## src/sv/cqd_pkg.sv

```systemverilog
`default_nettype none

package cqd_pkg;

  localparam int unsigned CQD_DEPTH = 32;
  localparam int unsigned DATA_W = 32;
  localparam int unsigned QSIZE_W = 6;
  localparam logic [QSIZE_W-1:0] QSIZE_RST = 6'd32;
  localparam logic [QSIZE_W-1:0] QSIZE_MIN = 6'd2;

  typedef enum logic [1:0] {
    ACT_INSERT = 2'd0,
    ACT_REMOVE = 2'd1,
    ACT_DUMP   = 2'd2
  } action_t;

  typedef enum logic [1:0] {
    KIND_SLOT  = 2'd0,
    KIND_OVER  = 2'd1,
    KIND_UNDER = 2'd2
  } kind_t;

  typedef enum logic {
    ST_IDLE = 1'b0,
    ST_DUMP = 1'b1
  } state_t;

  typedef struct packed {
    logic [1:0]               action;
    logic signed [DATA_W-1:0] value;
  } in_item_t;

  typedef struct packed {
    kind_t                    kind;
    logic signed [DATA_W-1:0] slot_value;
    logic                     last;
  } out_item_t;

endpackage

`default_nettype wire

```

## src/sv/cqd_store.sv

```systemverilog
`default_nettype none

module cqd_store
  import cqd_pkg::*;
#(
  parameter int unsigned DEPTH = CQD_DEPTH
) (
  input  wire logic                     clk,
  input  wire logic                     rst_n,
  input  wire logic                     we,
  input  wire logic [$clog2(DEPTH)-1:0] waddr,
  input  wire logic [DATA_W-1:0]        wdata,
  input  wire logic                     re,
  input  wire logic [$clog2(DEPTH)-1:0] raddr,
  output logic      [DATA_W-1:0]        rd_data
);

  logic [DATA_W-1:0] slot_mem_r [DEPTH];
  logic [DEPTH-1:0]  vld_r;
  logic [DATA_W-1:0] rd_q_r;
  logic              rd_ok_r;

  // Slots never written since reset read as zero through their valid bit.
  always_ff @(posedge clk) begin
    if (!rst_n) begin
      vld_r <= '0;
    end else if (we) begin
      vld_r[waddr] <= 1'b1;
    end
  end

  always_ff @(posedge clk) begin
    if (we) begin
      slot_mem_r[waddr] <= wdata;
    end
  end

  always_ff @(posedge clk) begin
    if (re) begin
      rd_q_r  <= slot_mem_r[raddr];
      rd_ok_r <= vld_r[raddr];
    end
  end

  assign rd_data = rd_ok_r ? rd_q_r : '0;

endmodule

`default_nettype wire

```

## src/sv/cqd_ctrl.sv

```systemverilog
`default_nettype none

module cqd_ctrl
  import cqd_pkg::*;
#(
  parameter int unsigned DEPTH = CQD_DEPTH
) (
  input  wire logic                     clk,
  input  wire logic                     rst_n,
  input  wire logic                     start,
  input  wire in_item_t                 in_item,
  output logic                          busy,
  input  wire logic                     cfg_we,
  input  wire logic [QSIZE_W-1:0]       cfg_wdata,
  output logic                          out_valid,
  output out_item_t                     out_item,
  output logic                          mem_we,
  output logic      [$clog2(DEPTH)-1:0] mem_waddr,
  output logic      [DATA_W-1:0]        mem_wdata,
  output logic                          mem_re,
  output logic      [$clog2(DEPTH)-1:0] mem_raddr,
  input  wire logic [DATA_W-1:0]        mem_rdata
);

  localparam int unsigned IW = $clog2(DEPTH);
  localparam int unsigned SW = $clog2(DEPTH + 1);
  localparam int unsigned NW = SW + 1;
  localparam logic [QSIZE_W:0] DEPTH_CMP = (QSIZE_W + 1)'(DEPTH);

  state_t             state_r, state_nxt;
  logic [IW-1:0]      head_r, head_nxt;
  logic [IW-1:0]      tail_r, tail_nxt;
  logic [IW-1:0]      cnt_r, cnt_nxt;
  logic               halted_r, halted_nxt;
  logic [QSIZE_W-1:0] qsize_r, qsize_nxt;
  logic               err_vld_r, err_vld_nxt;
  kind_t              err_kind_r, err_kind_nxt;
  logic               err_last_r, err_last_nxt;
  logic               rd_pend_r, rd_pend_nxt;
  logic               rd_last_r, rd_last_nxt;

  logic [SW-1:0]      size;
  logic [IW-1:0]      tail_step;
  logic [IW-1:0]      head_step;
  logic               dump_last;

  // Out-of-range sizes are clamped to the usable range of the ring.
  always_comb begin
    if ({1'b0, qsize_r} > DEPTH_CMP) begin
      size = SW'(DEPTH);
    end else if (qsize_r < QSIZE_MIN) begin
      size = SW'(QSIZE_MIN);
    end else begin
      size = SW'(qsize_r);
    end
  end

  // An index left beyond a shrunken size wraps to zero on its next step.
  assign tail_step = ((NW'(tail_r) + NW'(1)) >= NW'(size)) ? '0 : IW'(tail_r + 1'b1);
  assign head_step = ((NW'(head_r) + NW'(1)) >= NW'(size)) ? '0 : IW'(head_r + 1'b1);
  assign dump_last = (NW'(cnt_r) + NW'(1)) == NW'(size);

  always_comb begin
    state_nxt    = state_r;
    head_nxt     = head_r;
    tail_nxt     = tail_r;
    cnt_nxt      = cnt_r;
    halted_nxt   = halted_r;
    qsize_nxt    = cfg_we ? cfg_wdata : qsize_r;
    err_vld_nxt  = 1'b0;
    err_kind_nxt = err_kind_r;
    err_last_nxt = err_last_r;
    rd_pend_nxt  = 1'b0;
    rd_last_nxt  = 1'b0;
    mem_we       = 1'b0;
    mem_waddr    = tail_step;
    mem_wdata    = '0;
    mem_re       = 1'b0;
    mem_raddr    = cnt_r;
    busy         = 1'b0;
    case (state_r)
      ST_IDLE: begin
        if (start && !halted_r) begin
          case (in_item.action)
            ACT_INSERT: begin
              if (tail_step == head_r) begin
                halted_nxt   = 1'b1;
                err_vld_nxt  = 1'b1;
                err_kind_nxt = KIND_OVER;
                err_last_nxt = 1'b0;
                cnt_nxt      = '0;
                state_nxt    = ST_DUMP;
              end else begin
                tail_nxt  = tail_step;
                mem_we    = 1'b1;
                mem_waddr = tail_step;
                mem_wdata = in_item.value;
              end
            end
            ACT_REMOVE: begin
              if (tail_r == head_r) begin
                halted_nxt   = 1'b1;
                err_vld_nxt  = 1'b1;
                err_kind_nxt = KIND_UNDER;
                err_last_nxt = 1'b1;
              end else begin
                head_nxt  = head_step;
                mem_we    = 1'b1;
                mem_waddr = head_step;
              end
            end
            ACT_DUMP: begin
              cnt_nxt   = '0;
              state_nxt = ST_DUMP;
            end
            default: begin
            end
          endcase
        end
      end
      ST_DUMP: begin
        busy        = 1'b1;
        mem_re      = 1'b1;
        rd_pend_nxt = 1'b1;
        rd_last_nxt = dump_last;
        cnt_nxt     = IW'(cnt_r + 1'b1);
        if (dump_last) begin
          state_nxt = ST_IDLE;
        end
      end
      default: begin
        state_nxt = ST_IDLE;
      end
    endcase
  end

  always_ff @(posedge clk) begin
    if (!rst_n) begin
      state_r   <= ST_IDLE;
      head_r    <= '0;
      tail_r    <= '0;
      cnt_r     <= '0;
      halted_r  <= 1'b0;
      qsize_r   <= QSIZE_RST;
      err_vld_r <= 1'b0;
      rd_pend_r <= 1'b0;
    end else begin
      state_r   <= state_nxt;
      head_r    <= head_nxt;
      tail_r    <= tail_nxt;
      cnt_r     <= cnt_nxt;
      halted_r  <= halted_nxt;
      qsize_r   <= qsize_nxt;
      err_vld_r <= err_vld_nxt;
      rd_pend_r <= rd_pend_nxt;
    end
  end

  always_ff @(posedge clk) begin
    err_kind_r <= err_kind_nxt;
    err_last_r <= err_last_nxt;
    rd_last_r  <= rd_last_nxt;
  end

  assign out_valid           = err_vld_r | rd_pend_r;
  assign out_item.kind       = err_vld_r ? err_kind_r : KIND_SLOT;
  assign out_item.slot_value = err_vld_r ? '0 : signed'(mem_rdata);
  assign out_item.last       = err_vld_r ? err_last_r : rd_last_r;

  a_one_result: assert property (@(posedge clk) disable iff (!rst_n)
    !(err_vld_r && rd_pend_r))
    else $error("error result and slot result in the same cycle");

  a_dump_bound: assert property (@(posedge clk) disable iff (!rst_n)
    (state_r == ST_DUMP) |-> (NW'(cnt_r) < NW'(size)))
    else $error("dump counter ran past the ring size");

  a_dump_end: assert property (@(posedge clk) disable iff (!rst_n)
    (state_r == ST_DUMP && dump_last) |=> (state_r == ST_IDLE && rd_last_r))
    else $error("dump did not end after its final slot");

  a_halt_quiet: assert property (@(posedge clk) disable iff (!rst_n)
    (state_r == ST_IDLE && halted_r) |=> (!err_vld_r && state_r == ST_IDLE))
    else $error("item acted on while halted");

  a_err_halts: assert property (@(posedge clk) disable iff (!rst_n)
    err_vld_r |-> halted_r)
    else $error("error result without halt");

endmodule

`default_nettype wire

```

## src/sv/circular_queue_with_dump_core.sv

```systemverilog
// Ring-buffer queue with a dump command, one slot always kept empty.
// Input channel: an item (action, value) is taken at a clock edge where start
// is high and busy is low. Insert and remove finish in the cycle they are
// taken and give no result, so one can be taken every cycle.
// A dump makes busy high while it reads every ring slot (the clamped size); slot
// results appear after the dump state and the registered slot read, one per cycle,
// in index order, the final one marked by last. The single read port of the
// slot memory sets this one-slot-per-cycle pace.
// An insert into a full ring gives an overflow result in the next cycle,
// followed directly by a dump; a remove from an empty ring gives an
// underflow result in the next cycle. After either error every item is taken
// and ignored until reset.
// Result channel: out_valid marks each result for exactly one cycle; the
// receiver cannot stall, so results are never held back.
// Configuration: cfg_we writes cfg_wdata into the size register; write it only
// while the block is idle. Sizes below 2 act as 2, above DEPTH as DEPTH.
// Reset (rst_n low, synchronous) clears the indices and the halt, sets the
// size to 32 and makes every slot read as zero at once.
`default_nettype none

module circular_queue_with_dump_core
  import cqd_pkg::*;
#(
  parameter int unsigned DEPTH = CQD_DEPTH
) (
  input  wire logic                 clk,
  input  wire logic                 rst_n,
  input  wire logic                 start,
  input  wire in_item_t             in_item,
  output logic                      busy,
  input  wire logic                 cfg_we,
  input  wire logic [QSIZE_W-1:0]   cfg_wdata,
  output logic                      out_valid,
  output out_item_t                 out_item
);

  localparam int unsigned IW = $clog2(DEPTH);

  logic              mem_we;
  logic [IW-1:0]     mem_waddr;
  logic [DATA_W-1:0] mem_wdata;
  logic              mem_re;
  logic [IW-1:0]     mem_raddr;
  logic [DATA_W-1:0] mem_rdata;

  cqd_ctrl #(
    .DEPTH(DEPTH)
  ) u_ctrl (
    .clk      (clk),
    .rst_n    (rst_n),
    .start    (start),
    .in_item  (in_item),
    .busy     (busy),
    .cfg_we   (cfg_we),
    .cfg_wdata(cfg_wdata),
    .out_valid(out_valid),
    .out_item (out_item),
    .mem_we   (mem_we),
    .mem_waddr(mem_waddr),
    .mem_wdata(mem_wdata),
    .mem_re   (mem_re),
    .mem_raddr(mem_raddr),
    .mem_rdata(mem_rdata)
  );

  cqd_store #(
    .DEPTH(DEPTH)
  ) u_store (
    .clk    (clk),
    .rst_n  (rst_n),
    .we     (mem_we),
    .waddr  (mem_waddr),
    .wdata  (mem_wdata),
    .re     (mem_re),
    .raddr  (mem_raddr),
    .rd_data(mem_rdata)
  );

endmodule

`default_nettype wire

```

## config.mk

```make
export PLATFORM = sky130hd
export DESIGN_NAME = circular_queue_with_dump_core
export DESIGN_NICKNAME = d
export VERILOG_FILES = /design/src/sv/cqd_pkg.sv /design/src/sv/cqd_store.sv /design/src/sv/cqd_ctrl.sv /design/src/sv/circular_queue_with_dump_core.sv
export SDC_FILE = /design/constraint.sdc
export NUM_CORES = 1
export LEC_CHECK = 0
export BUFFER_PORTS_ARGS = -buffer_cell sky130_fd_sc_hd__buf_2
export CELL_PAD_IN_SITES_DETAIL_PLACEMENT = 1
export CELL_PAD_IN_SITES_GLOBAL_PLACEMENT = 1
export CORE_MARGIN = 2
export CORE_UTILIZATION = 60
export CTS_CLUSTER_DIAMETER = 40
export DETAILED_ROUTE_END_ITERATION = 8
export PLACE_DENSITY_LB_ADDON = 0.1
export SLEW_MARGIN = 15
export SYNTH_ARGS = -nofsm -noshare
export SYNTH_HDL_FRONTEND = slang
export SYNTH_SLANG_ARGS = --single-unit
```

## constraint.sdc

```tcl
create_clock -name clk -period 17.4 [get_ports clk]
set_input_delay 2.61 -clock clk [delete_from_list [all_inputs] [get_ports clk]]
set_output_delay 2.61 -clock clk [all_outputs]
set_load 0.05 [all_outputs]
```

==> impl_metrics.yaml <==
die:
  core_area_um2: 72800
  dieWidth_um: 275
  num_rows: 99
  die_y_um: 275
  die_area_um2: 75600
  start_util_pct: 60.4
  ioPinCount: 81
timing:
  skew_ns: 0.0358
  setup_ws_ns: 11.65
  timing.setup.tns_ns: 0
  whs_ns: 0.466
  max_slew_margin_pct: 22.8
  maxSlewViolCount: 0
  rsz0062_at_grt: "false"
  post-route-period-util_pct: 33.1
  worst_pin_slew_ns: 1.16
  fmax_ghz: 0.174
  hold_viol: 0
  setup_violations: 0
  fin_crit_ns: 5.75
grt:
  grt_overflow: 0
  first_global_vias: 23030
  grt_pass1_wl_mm: 157
  antenna_found_initial: 2
  gr-usage-all-layers_pct: 29.3
  grt_max_degree: 168
final_layout:
  area_growth_pct: 14.2
  multi_input_area_um2: 10700
  regArea_um2: 33000
  fin_nets: 2192
  fillers: 5604
  drive_gt1_share_pct: 35.5
  final_core_utilization_pct: 69.0
critical_path:
  startpoint_type: "primary input"
  arrival_ns: 6.12
  cp_max_fo: 18
  crit_slowest_cell: "nor3_4"
  slowest_delay_ns: 1.06
  critPathRequiredTime_ns: 17.76
  r2r_end: "u_store.slot_mem_r[31][23]"
  cp-end-kind: "flip-flop"
  rr_worst_depth: 10
  r2r_start: "u_ctrl.tail_r[0]"
  crit_chain: "buf_2 -> nor4b_4 -> nand2_1 -> a21o_1 -> mux2_4 -> or2_1 -> nor3_4 -> buf_4"
  critical_path_class: "in -> reg"
  cp-endpoint: "u_store.slot_mem_r[31][23]"
  crit_family: "simple AND/OR/NAND/NOR gates"
  rrSetupSlack_ns: 11.89
  crit_buf_inv: 2
  worst-path-stages: 8
  critPathLaunch: "in_item[33]"
pwr:
  vdd_drop_max_v: 0.000108
  power.density_nw_per_um2: 118
  p_switching_mw: 1.27
  internal_power_mw: 4.69
  power_mw: 5.96
  p_seq_share_pct: 49.4
  comb_power_share_pct: 4.0
  netSwitchingFraction_pct: 21.3
  p_clk_share_pct: 46.5
  p_leak_nw: 16.0
logic_synthesis:
  syn_area_per_cell_um2: 22.3
  dominantRegCellSynth: "edfxtp_1"
  netlist_area_um2: 44000
  ys_warn_count: 0
  ys_types: 68
  yosysTopAreaCell: "edfxtp_1"
  synth-seq-cells: 1117
  synth_common_cells: "edfxtp_1, mux4_2, clkbuf_1, and2_1, dfxtp_1"
  yosysTopAreaCellShare_pct: 72.2
  yosysMostFrequentCell: "edfxtp_1"
  yosysSeqAreaShare_pct: 74.9
  ys_async_sr_fraction_pct: 0
  synth_fp_nets: 2037
  synth_area_leaders: "edfxtp_1, mux4_2, dfxtp_1"
  synth-edff-count: 1059
  synthCells: 1978
placed_design:
  gp_congestion: 0.810
  io_buffers: 80
  dp_hpwl_mm: 57.3
  pre_cts_ws_ns: 10.79
cts:
  clk_latency_ns: 0.71
  clk_path_buf_depth: 3
  cts_setup_buffers: 0
  clk_pin_slew_ns: 0.05
  hold_buffers: 0
  cts-htree-levels: 4
  cts_sinks: 1117
  post_cts_resized: 0
  cts_buffers: 137
  tritoncts: "yes"
  cts_root_buf: "clkbuf_16"
job:
  drv_cap: 0
route:
  routed_wl_mm: 107
  drcViolationCount: 0
  drtPass1Iterations: 5
  wl_per_cell_um: 33.3
  ant_nets: 0
  drt_iter0_markers: 2201
  viasPerCell: 6.67
  via_count: 21344
hold_path:
  hp-class: "reg -> reg"
status:
  status: "finished, final reports clean"
==> worst register-to-register path: stages (launching register included) <==
cell,delay (ns)
dfxtp_1,0.57
ha_1,0.48
xor2_1,0.47
ha_1,0.35
a21o_1,0.19
a31oi_2,0.42
o211ai_1,0.23
mux2_4,0.32
or2_1,0.58
nor3_4,1.07
buf_4,0.47
==> power groups by stage <==
stage               combinational (mW)  clock [mW]  sequential, mW
floorplan                        0.176           0            3.00
global placement                 0.233           0            3.00
detailed placement               0.241           0            3.00
CTS                              0.244        2.80            2.95
global route                     0.256        2.90            2.94
finish                           0.240        2.77            2.94
==> cell type report <==
type / instances / area share [%]
timing repair buffer: 137 / 1.76
multi-input combinational: 732 / 21.3
clock buffer: 156 / 7.22
inverter: 8 / 0.0597
antenna: 2 / 0.00996
tap: 959 / 2.39
clock inverter: 91 / 1.65
sequential: 1117 / 65.6
==> cells in the final DEF (no fill, tap or decap), types with 6 or more instances in the layout <==
master and instances:
clkbuf_16 143, clkinvlp_4 14, dfxtp_1 52, mux2_2 35, clkinv_1 21, nor3_1 11, clkinv_2 23, a21oi_1 11
buf_2 80, inv_6 11, o41ai_2 14, nand2_1 40, ha_1 15, o211ai_1 12, inv_1 6, bufinv_16 10
o21a_1 18, xor2_1 7, buf_4 52, nor4_2 9, clkbuf_1 13, xnor2_1 13, nand3_1 9, nand2b_1 10
and2_1 59, mux2i_1 8, mux4_2 330, nor2_4 8, and2_2 8, nor2_1 19, nor3_2 11, clkinv_4 10
edfxtp_1 1059, o21ai_0 6
==> state kept, by name, indices dropped and copies added, names as in the netlist, 5 cells and up <==
name / count
u_store.rd_q_r: 32
u_store.slot_mem_r: 1024
u_ctrl.qsize_r: 6
u_ctrl.tail_r: 5
u_ctrl.head_r: 5
u_ctrl.mem_raddr: 5
u_store.vld_r: 32
==> how the worst min path moves through the flow <==
stage,startpoint,endpoint,slack [ns],depth (start not counted)
6_report,u_store.vld_r[18],u_store.vld_r[18],0.47,2
5_1_grt,u_store.vld_r[18],u_store.vld_r[18],0.48,2
4_1_cts,u_store.vld_r[18],u_store.vld_r[18],0.46,2
3_5_place_dp,u_store.vld_r[18],u_store.vld_r[18],0.45,2
3_3_place_gp,u_store.vld_r[7],u_store.vld_r[7],0.43,2
2_1_floorplan,u_store.vld_r[3],u_store.vld_r[3],0.41,2
==> metal layers <==
layer	part of all wire, %	track usage (%)
met5	0	0
met4	2.9	10.1
met3	6.1	4.80
met2	51	48.7
met1	40	40.4
==> through the flow <==
step                cell area (um^2)  std cells
floorplan                      44000       1978
global placement               45700       2949
detailed placement             45700       2949
CTS                            50200       3196
global route                   50300       3201
finish                         50300       3202
==> cells by family after synthesis <==
group	share of synthesized area, %
DFF	74.9
muxes	18.0
and+or+nand+nor	2.79
buffers and inverters	1.31
AOI/OAI and AO/OA	2.19
xor gates and xnor gates	0.398
adders and majority gates	0.426
Power figures use the tool's default switching activity.
